**config.mk**
```make
export PLATFORM = sky130hd
export DESIGN_NAME = shelf_rect_allocator_top
export DESIGN_NICKNAME = d
export VERILOG_FILES = /design/src/rtl/core/sra_pkg.sv /design/src/rtl/core/sra_ram.sv /design/src/rtl/core/sra_ctrl.sv /design/src/rtl/core/sra_datapath.sv /design/src/rtl/core/shelf_rect_allocator_top.sv
export SDC_FILE = /design/constraint.sdc
export NUM_CORES = 2
export LEC_CHECK = 0
export BUFFER_PORTS_ARGS = -buffer_cell sky130_fd_sc_hd__buf_2
export CAP_MARGIN = 20
export CORE_UTILIZATION = 45
export DETAILED_ROUTE_END_ITERATION = 8
export PLACE_DENSITY = 0.68
export RECOVER_POWER = 100
export SLEW_MARGIN = 20
export SYNTH_ARGS = -nofsm -noshare
export SYNTH_HDL_FRONTEND = slang
export SYNTH_SLANG_ARGS = --single-unit
```
**constraint.sdc**
```tcl
create_clock -name aclk -period 14.1 [get_ports aclk]
set_input_delay 2.115 -clock aclk [delete_from_list [all_inputs] [get_ports aclk]]
set_output_delay 2.115 -clock aclk [all_outputs]
set_load 0.02 [all_outputs]
```
**src/rtl/core/sra_pkg.sv**
```systemverilog
// Shared types and constants of the shelf rectangle allocator.
`default_nettype none
package sra_pkg;

    localparam int DIM_W   = 15;          // coordinate / size width
    localparam int SUM_W   = DIM_W + 1;   // padded sizes and sums
    localparam int ENTRY_W = 3 * DIM_W;   // {top, height, used}

    localparam logic [DIM_W-1:0] ATLAS_SIZE_RESET = 15'd1024;

    localparam logic OP_ALLOC = 1'b0;
    localparam logic OP_CLEAR = 1'b1;

    typedef enum logic [1:0] {
        ST_IDLE,
        ST_PREP,
        ST_SCAN,
        ST_DONE
    } sra_state_t;

    typedef struct packed {
        logic load;   // capture the request word
        logic prep;   // early checks, clear
        logic scan;   // shelf scan step
    } sra_cmd_t;

    typedef struct packed {
        logic quick;      // result settled during prep
        logic hit;        // checked shelf takes the rectangle
        logic exhausted;  // scan finished without a hit
    } sra_status_t;

endpackage
`default_nettype wire

```
**src/rtl/core/sra_ram.sv**
```systemverilog
// Generic single-write, single-read RAM with registered read data.
`default_nettype none
module sra_ram #(
    parameter  int WIDTH = 8,
    parameter  int DEPTH = 16,
    localparam int AW    = (DEPTH > 1) ? $clog2(DEPTH) : 1
) (
    input  wire logic                  clk,
    input  wire logic                  we,
    input  wire logic [AW-1:0]         waddr,
    input  wire logic [WIDTH-1:0]      wdata,
    input  wire logic                  re,
    input  wire logic [AW-1:0]         raddr,
    output      logic [WIDTH-1:0]      rdata
);
    logic [WIDTH-1:0] mem [DEPTH];

    always_ff @(posedge clk) begin
        if (we) begin
            mem[waddr] <= wdata;
        end
        if (re) begin
            rdata <= mem[raddr];
        end
    end
endmodule
`default_nettype wire

```
**src/rtl/core/sra_ctrl.sv**
```systemverilog
// Sequencer of the shelf allocator: accept, prepare, scan, deliver.
`default_nettype none
module sra_ctrl
    import sra_pkg::*;
(
    input  wire logic        aclk,
    input  wire logic        aresetn,
    input  wire logic        s_valid,
    output      logic        s_ready,
    output      logic        m_valid,
    input  wire logic        m_ready,
    input  wire sra_status_t status,
    output      sra_cmd_t    cmd
);
    sra_state_t state_reg, state_next;

    always_ff @(posedge aclk) begin
        if (!aresetn) begin
            state_reg <= ST_IDLE;
        end else begin
            state_reg <= state_next;
        end
    end

    always_comb begin
        state_next = state_reg;
        case (state_reg)
            ST_IDLE: begin
                if (s_valid) state_next = ST_PREP;
            end
            ST_PREP: begin
                state_next = status.quick ? ST_DONE : ST_SCAN;
            end
            ST_SCAN: begin
                if (status.hit || status.exhausted) state_next = ST_DONE;
            end
            ST_DONE: begin
                if (m_ready) state_next = ST_IDLE;
            end
            default: state_next = ST_IDLE;
        endcase
    end

    always_comb begin
        s_ready  = 1'b0;
        m_valid  = 1'b0;
        cmd      = '0;
        case (state_reg)
            ST_IDLE: begin
                s_ready  = 1'b1;
                cmd.load = s_valid;
            end
            ST_PREP: begin
                cmd.prep = 1'b1;
            end
            ST_SCAN: begin
                cmd.scan = 1'b1;
            end
            ST_DONE: begin
                m_valid = 1'b1;
            end
            default: begin
                s_ready = 1'b0;
            end
        endcase
    end
endmodule
`default_nettype wire

```
**src/rtl/core/sra_datapath.sv**
```systemverilog
// Datapath of the shelf allocator: shelf table, counters, fit tests, result word.
`default_nettype none
module sra_datapath
    import sra_pkg::*;
#(
    parameter int MAX_SHELVES = 64,
    parameter int GUTTER      = 1
) (
    input  wire logic             aclk,
    input  wire logic             aresetn,
    input  wire sra_cmd_t         cmd,
    output      sra_status_t      status,
    input  wire logic             s_op,
    input  wire logic [DIM_W-1:0] s_rect_width,
    input  wire logic [DIM_W-1:0] s_rect_height,
    input  wire logic             cfg_we,
    input  wire logic [DIM_W-1:0] cfg_wdata,
    output      logic             m_placed,
    output      logic [DIM_W-1:0] m_slot_x,
    output      logic [DIM_W-1:0] m_slot_y
);
    localparam int CNT_W = $clog2(MAX_SHELVES + 1);
    localparam int IDX_W = (MAX_SHELVES > 1) ? $clog2(MAX_SHELVES) : 1;

    // request word
    logic             op_reg;
    logic [DIM_W-1:0] w_reg, h_reg;
    // allocator state
    logic [DIM_W-1:0] atlas_reg, atlas_next;
    logic [CNT_W-1:0] count_reg, count_next;
    logic [DIM_W-1:0] nft_reg, nft_next;
    // scan pipeline
    logic [CNT_W-1:0] rd_idx_reg, rd_idx_next;
    logic             chk_vld_reg, chk_vld_next;
    logic [IDX_W-1:0] chk_idx_reg, chk_idx_next;
    // result word
    logic             placed_reg, placed_next;
    logic [DIM_W-1:0] x_reg, x_next, y_reg, y_next;

    logic [SUM_W-1:0]   pw, ph, atlas_ext, used_sum, top_sum;
    logic [SUM_W:0]     ph_dbl;
    logic               reject, issue, fit, room;
    logic [ENTRY_W-1:0] rd_data, wr_data;
    logic [DIM_W-1:0]   rd_top, rd_height, rd_used;
    logic               wr_en;
    logic [IDX_W-1:0]   wr_addr;

    sra_ram #(
        .WIDTH (ENTRY_W),
        .DEPTH (MAX_SHELVES)
    ) u_shelf_ram (
        .clk   (aclk),
        .we    (wr_en),
        .waddr (wr_addr),
        .wdata (wr_data),
        .re    (cmd.scan && issue),
        .raddr (rd_idx_reg[IDX_W-1:0]),
        .rdata (rd_data)
    );

    assign {rd_top, rd_height, rd_used} = rd_data;

    assign pw        = {1'b0, w_reg} + SUM_W'(GUTTER);
    assign ph        = {1'b0, h_reg} + SUM_W'(GUTTER);
    assign ph_dbl    = {ph, 1'b0};
    assign atlas_ext = {1'b0, atlas_reg};
    assign used_sum  = {1'b0, rd_used} + pw;
    assign top_sum   = {1'b0, nft_reg} + ph;

    assign reject = (op_reg == OP_CLEAR) || (w_reg == '0) || (h_reg == '0)
                  || (pw > atlas_ext) || (ph > atlas_ext);
    assign issue  = rd_idx_reg < count_reg;
    assign fit    = chk_vld_reg && ({1'b0, rd_height} >= ph)
                  && ({2'b00, rd_height} <= ph_dbl) && (used_sum <= atlas_ext);
    assign room   = (count_reg != CNT_W'(MAX_SHELVES)) && (top_sum <= atlas_ext);

    assign status.quick     = reject;
    assign status.hit       = fit;
    assign status.exhausted = !chk_vld_reg && !issue;

    always_comb begin
        atlas_next   = atlas_reg;
        count_next   = count_reg;
        nft_next     = nft_reg;
        rd_idx_next  = rd_idx_reg;
        chk_vld_next = chk_vld_reg;
        chk_idx_next = chk_idx_reg;
        placed_next  = placed_reg;
        x_next       = x_reg;
        y_next       = y_reg;
        wr_en        = 1'b0;
        wr_addr      = chk_idx_reg;
        wr_data      = {rd_top, rd_height, used_sum[DIM_W-1:0]};

        if (cfg_we) begin
            atlas_next = cfg_wdata;
        end

        if (cmd.prep) begin
            rd_idx_next  = '0;
            chk_vld_next = 1'b0;
            placed_next  = 1'b0;
            x_next       = '0;
            y_next       = '0;
            if (op_reg == OP_CLEAR) begin
                count_next = '0;
                nft_next   = '0;
            end
        end

        if (cmd.scan) begin
            // one read issued per cycle; data checked in the following cycle
            chk_vld_next = issue;
            chk_idx_next = rd_idx_reg[IDX_W-1:0];
            if (issue) begin
                rd_idx_next = rd_idx_reg + 1'b1;
            end
            if (fit) begin
                wr_en       = 1'b1;
                placed_next = 1'b1;
                x_next      = rd_used;
                y_next      = rd_top;
            end else if (status.exhausted && room) begin
                wr_en       = 1'b1;
                wr_addr     = count_reg[IDX_W-1:0];
                wr_data     = {nft_reg, ph[DIM_W-1:0], pw[DIM_W-1:0]};
                count_next  = count_reg + 1'b1;
                nft_next    = top_sum[DIM_W-1:0];
                placed_next = 1'b1;
                x_next      = '0;
                y_next      = nft_reg;
            end
        end
    end

    always_ff @(posedge aclk) begin
        if (!aresetn) begin
            atlas_reg   <= ATLAS_SIZE_RESET;
            count_reg   <= '0;
            nft_reg     <= '0;
            chk_vld_reg <= 1'b0;
        end else begin
            atlas_reg   <= atlas_next;
            count_reg   <= count_next;
            nft_reg     <= nft_next;
            chk_vld_reg <= chk_vld_next;
        end
    end

    always_ff @(posedge aclk) begin
        if (cmd.load) begin
            op_reg <= s_op;
            w_reg  <= s_rect_width;
            h_reg  <= s_rect_height;
        end
        rd_idx_reg  <= rd_idx_next;
        chk_idx_reg <= chk_idx_next;
        placed_reg  <= placed_next;
        x_reg       <= x_next;
        y_reg       <= y_next;
    end

    assign m_placed = placed_reg;
    assign m_slot_x = x_reg;
    assign m_slot_y = y_reg;
endmodule
`default_nettype wire

```
**src/rtl/core/shelf_rect_allocator_top.sv**
```systemverilog
// Top level of the shelf rectangle allocator.
// Shelf-packing allocator for a square atlas. Each input word is either an
// allocate request (op 0, width and height in texels, each padded by GUTTER)
// or a clear (op 1), and each gives exactly one result word: placed plus
// slot_x/slot_y, both zero when not placed. Allocation takes the first
// stored shelf whose height lies between the padded height and twice it and
// which still has horizontal room; otherwise a new shelf opens below the
// last one if the atlas and the MAX_SHELVES table allow it. One word is
// handled at a time: the next word is taken in the cycle after the result
// is taken. The scan reads one shelf entry per cycle from the single-read-port
// shelf RAM. There is no clearing pass after reset; table entries beyond the
// shelf count are never read. atlas_size is written through the cfg port,
// which is always ready; write it only while idle.
`default_nettype none
module shelf_rect_allocator_top
    import sra_pkg::*;
#(
    parameter int MAX_SHELVES = 64,
    parameter int GUTTER      = 1
) (
    input  wire logic             aclk,
    input  wire logic             aresetn,
    // configuration: atlas_size
    input  wire logic             cfg_valid,
    output      logic             cfg_ready,
    input  wire logic [DIM_W-1:0] cfg_wdata,
    // request words
    input  wire logic             s_valid,
    output      logic             s_ready,
    input  wire logic             s_op,
    input  wire logic [DIM_W-1:0] s_rect_width,
    input  wire logic [DIM_W-1:0] s_rect_height,
    // result words
    output      logic             m_valid,
    input  wire logic             m_ready,
    output      logic             m_placed,
    output      logic [DIM_W-1:0] m_slot_x,
    output      logic [DIM_W-1:0] m_slot_y
);
    sra_cmd_t    cmd;
    sra_status_t status;

    // register write lands in the next cycle, never stalls
    assign cfg_ready = 1'b1;

    sra_ctrl u_ctrl (
        .aclk    (aclk),
        .aresetn (aresetn),
        .s_valid (s_valid),
        .s_ready (s_ready),
        .m_valid (m_valid),
        .m_ready (m_ready),
        .status  (status),
        .cmd     (cmd)
    );

    sra_datapath #(
        .MAX_SHELVES (MAX_SHELVES),
        .GUTTER      (GUTTER)
    ) u_datapath (
        .aclk          (aclk),
        .aresetn       (aresetn),
        .cmd           (cmd),
        .status        (status),
        .s_op          (s_op),
        .s_rect_width  (s_rect_width),
        .s_rect_height (s_rect_height),
        .cfg_we        (cfg_valid && cfg_ready),
        .cfg_wdata     (cfg_wdata),
        .m_placed      (m_placed),
        .m_slot_x      (m_slot_x),
        .m_slot_y      (m_slot_y)
    );
endmodule
`default_nettype wire

```
==> flow_summary_export.csv <==
group,metric,value,unit
status,outcome,"finished, violations left",
status,violations,"design-rule violations, max-capacitance violations, max-slew violations",
clock_network,post_cts_buffers,0,
global_routing,grt_antenna_before_repair,19,
logic_synthesis,synth_common_cells,"edfxtp_1 (2962), mux4_2 (803), mux2i_1 (162), nor2_1 (153), clkbuf_1 (141)",
global_routing,use_met2,38.4,%
worst_hold_path,min_path_type,"reg2reg",
routing,first_pass_iters,8,
pwr,peakVddDrop,0.000137,V
sta,finalCritPeriodShare,80.7,%
setup_path,worstSetupPathType,"reg2reg",
sta,maxSlewHeadroom,-435,%
logic_synthesis,synth_area,120000,um2
logic_synthesis,synth_top_area_share,74.0,%
routing,drt_first_iter_violations,8272,
clock_network,clk_path_buf_depth,4,
logic_synthesis,synth_cells,5562,
layout,largestRegisters,"u_datapath.u_shelf_ram.mem (2880), u_datapath.u_shelf_ram.rdata (45)",
global_routing,use_met3,3.71,%
global_routing,busiest_layer,"met2",
logic_synthesis,syn_nets,5754,
routing,dr_total_vias,59895,
layout,regMostFlops,"u_datapath.u_shelf_ram.mem",
clock_network,cts_buffers,319,
setup_path,cp_data_arrival_time,12130,ps
flow_run,drv_cap,76,
logic_synthesis,synth_cell_type_count,89,
layout,syn_to_final_growth,12.3,%
die,pin_count,85,
sta,fin_crit,11380,ps
die,die_x,519,um
setup_path,critPathRequiredTime,14850,ps
clock_network,ctsResizeCount,0,
pwr,p_per_area,156,nW/um2
logic_synthesis,synth.most_common_cell,"edfxtp_1",
placement,numPortBuffers,83,
logic_synthesis,async_flop_share,0,%
global_routing,use_met1,33.2,%
logic_synthesis,ys_seq_area_share,75.3,%
global_routing,grt_pass1_vias,59235,
layout,drive_above_1_share,24.3,%
sta,skew,77.5,ps
placement,gp_congestion,0.849,
pwr,power,21.0,mW
logic_synthesis,yosysWarnings,0,
sta,tightest_slew,8030,ps
logic_synthesis,synth_edf_count,2962,
logic_synthesis,synth_area_leader_cell,"edfxtp_1",
layout,largest_reg_flops,2880,
routing,remaining_drc_errors,40,
layout,instances_no_fill,9623,
clock_network,cts-root-buf,"clkbuf_16",
clock_network,clkSinkCount,3040,
routing,wirelength,321000,um
logic_synthesis,ys_seq_elements,3040,
logic_synthesis,synthFlopType,"edfxtp_1",
logic_synthesis,synthTopCellsByArea,"edfxtp_1 (74%), mux4_2 (15%), ha_1 (1.4%)",
sta,fmax,87.9,MHz
setup_path,critPathMaxFanout,79,
die,core,265000,um2
sta,slew_viol_final,3353,
sta,rsz0062_at_grt,"no",
sta,setup_violations,0,
die,dieHeight,519,um
routing,vias_per_cell,6.22,
placement,dp_hpwl,184000,um
global_routing,grt_max_degree,128,
die,initial_core_util,45.3,%
die,design.die.area,269000,um2
setup_path,start_kind,"flop",
global_routing,grt_usage,23.7,%
global_routing,overflow,0,
routing,wl_per_cell,33.3,um
layout,fill_cells,20520,
logic_synthesis,synth_area_per_cell,21.6,um2
clock_network,cts_htree_levels,5,
layout,nets,6049,
setup_path,cp-end-kind,"flop",
clock_network,clk_pin_slew,60,ps
routing,ant_nets,0,
clock_network,cts_tree,"built",
sta,setup_tns,0,ps
die,fp-row-count,189,
pwr,leakagePower,40.9,nW
placement,dp.cells,9067,
global_routing,grt_first_pass_wirelength,452000,um
sta,hold_violations,0,
clock_network,worstSkewPairLatency,960,ps
clock_network,hold_buffers,0,
power breakdown:
group / internal [mW] / total [mW] / switching (mW)
Combinational: 0.644 / 2.26 / 1.62
Sequential: 10.7 / 10.8 / 0.0635
Clock: 4.66 / 8.02 / 3.36
per-layer routing:
metal | up-vias | wire length (um)
met5 | - | 55
met2 | 3238 | 155000
met4 | 8 | 11300
met1 | 32032 | 126000
met3 | 530 | 27800
li1 | 24087 | -
cell usage in the layout (no fill, tap or decap), types with 32 or more instances in the layout:
master	instances
o22ai_1	37
a21oi_1	140
mux2i_1	162
edfxtp_1	2962
xnor2_1	33
o221ai_1	48
dfxtp_1	75
buf_4	102
mux4_2	803
clkinv_2	42
inv_1	68
a211oi_1	32
clkinv_1	63
clkbuf_16	324
nor2_1	106
nand2_1	105
a21o_1	34
nor2_4	55
nand3_1	48
o21ai_0	83
ha_1	139
clkbuf_1	183
layout make-up:
class                   count  area (um2)  share of cell area, %
well taps                3533        4420                   3.28
clock inverters           152        1390                   1.03
repair buffers            254        1460                   1.08
multi-input cells        2171       28500                   21.1
diodes                     10        25.0                 0.0185
flip-flops and latches   3040       90500                   67.1
clock buffers             392        8380                   6.21
inverters                  71         275                  0.204
worst max-delay path, stage by stage (launching register included):
cell	delay [ps]
dfxtp_1	1470
clkbuf_1	4480
nand2_4	1010
clkbuf_1	1390
buf_4	720
o22ai_1	290
a211oi_1	110
a31oi_1	1140
mux4_2	520
worst paths after layout:
check                                         from                                         end  slack, ps  cells after the start
hold / removal      u_datapath.m_slot_x[1]$_DFF_P_              u_datapath.m_slot_x[1]$_DFF_P_        480                      1
hold reg to reg     u_datapath.m_slot_x[1]$_DFF_P_              u_datapath.m_slot_x[1]$_DFF_P_        480                      1
setup / recovery  u_datapath.rd_idx_reg[1]$_DFF_P_  u_datapath.u_shelf_ram.rdata[30]$_DFFE_PP_       2720                      8
setup reg to reg  u_datapath.rd_idx_reg[1]$_DFF_P_  u_datapath.u_shelf_ram.rdata[30]$_DFFE_PP_       2720                      8
cell families (layout without fill, tap and decap cells):
logic type | count (synthesis) | in the layout | synth area share [%]
AO/OA/AOI/OAI | 498 | 498 | 2.82
XOR/XNOR | 52 | 52 | 0.379
adder cells (fa/ha/maj) | 141 | 141 | 1.48
buffers and inverters | 351 | 869 | 1.27
flip-flops | 3040 | 3040 | 75.3
multiplexers | 1002 | 1002 | 16.8
other | 1 | 11 | 0.00312
AND/OR/NAND/NOR | 477 | 477 | 1.94
stage by stage:
stage               hold slack, ps  utilization (%)  instance area (um2)  setup slack [ps]
finish                         475             50.9               135000              2720
CTS                            472             51.1               136000              5840
global placement               452             47.4               126000              5920
global route                   490             50.8               135000              2680
detailed placement             457             47.4               126000              5860
floorplan                      431                -               120000              6580
No activity file was read; power rests on OpenSTA's default activity.
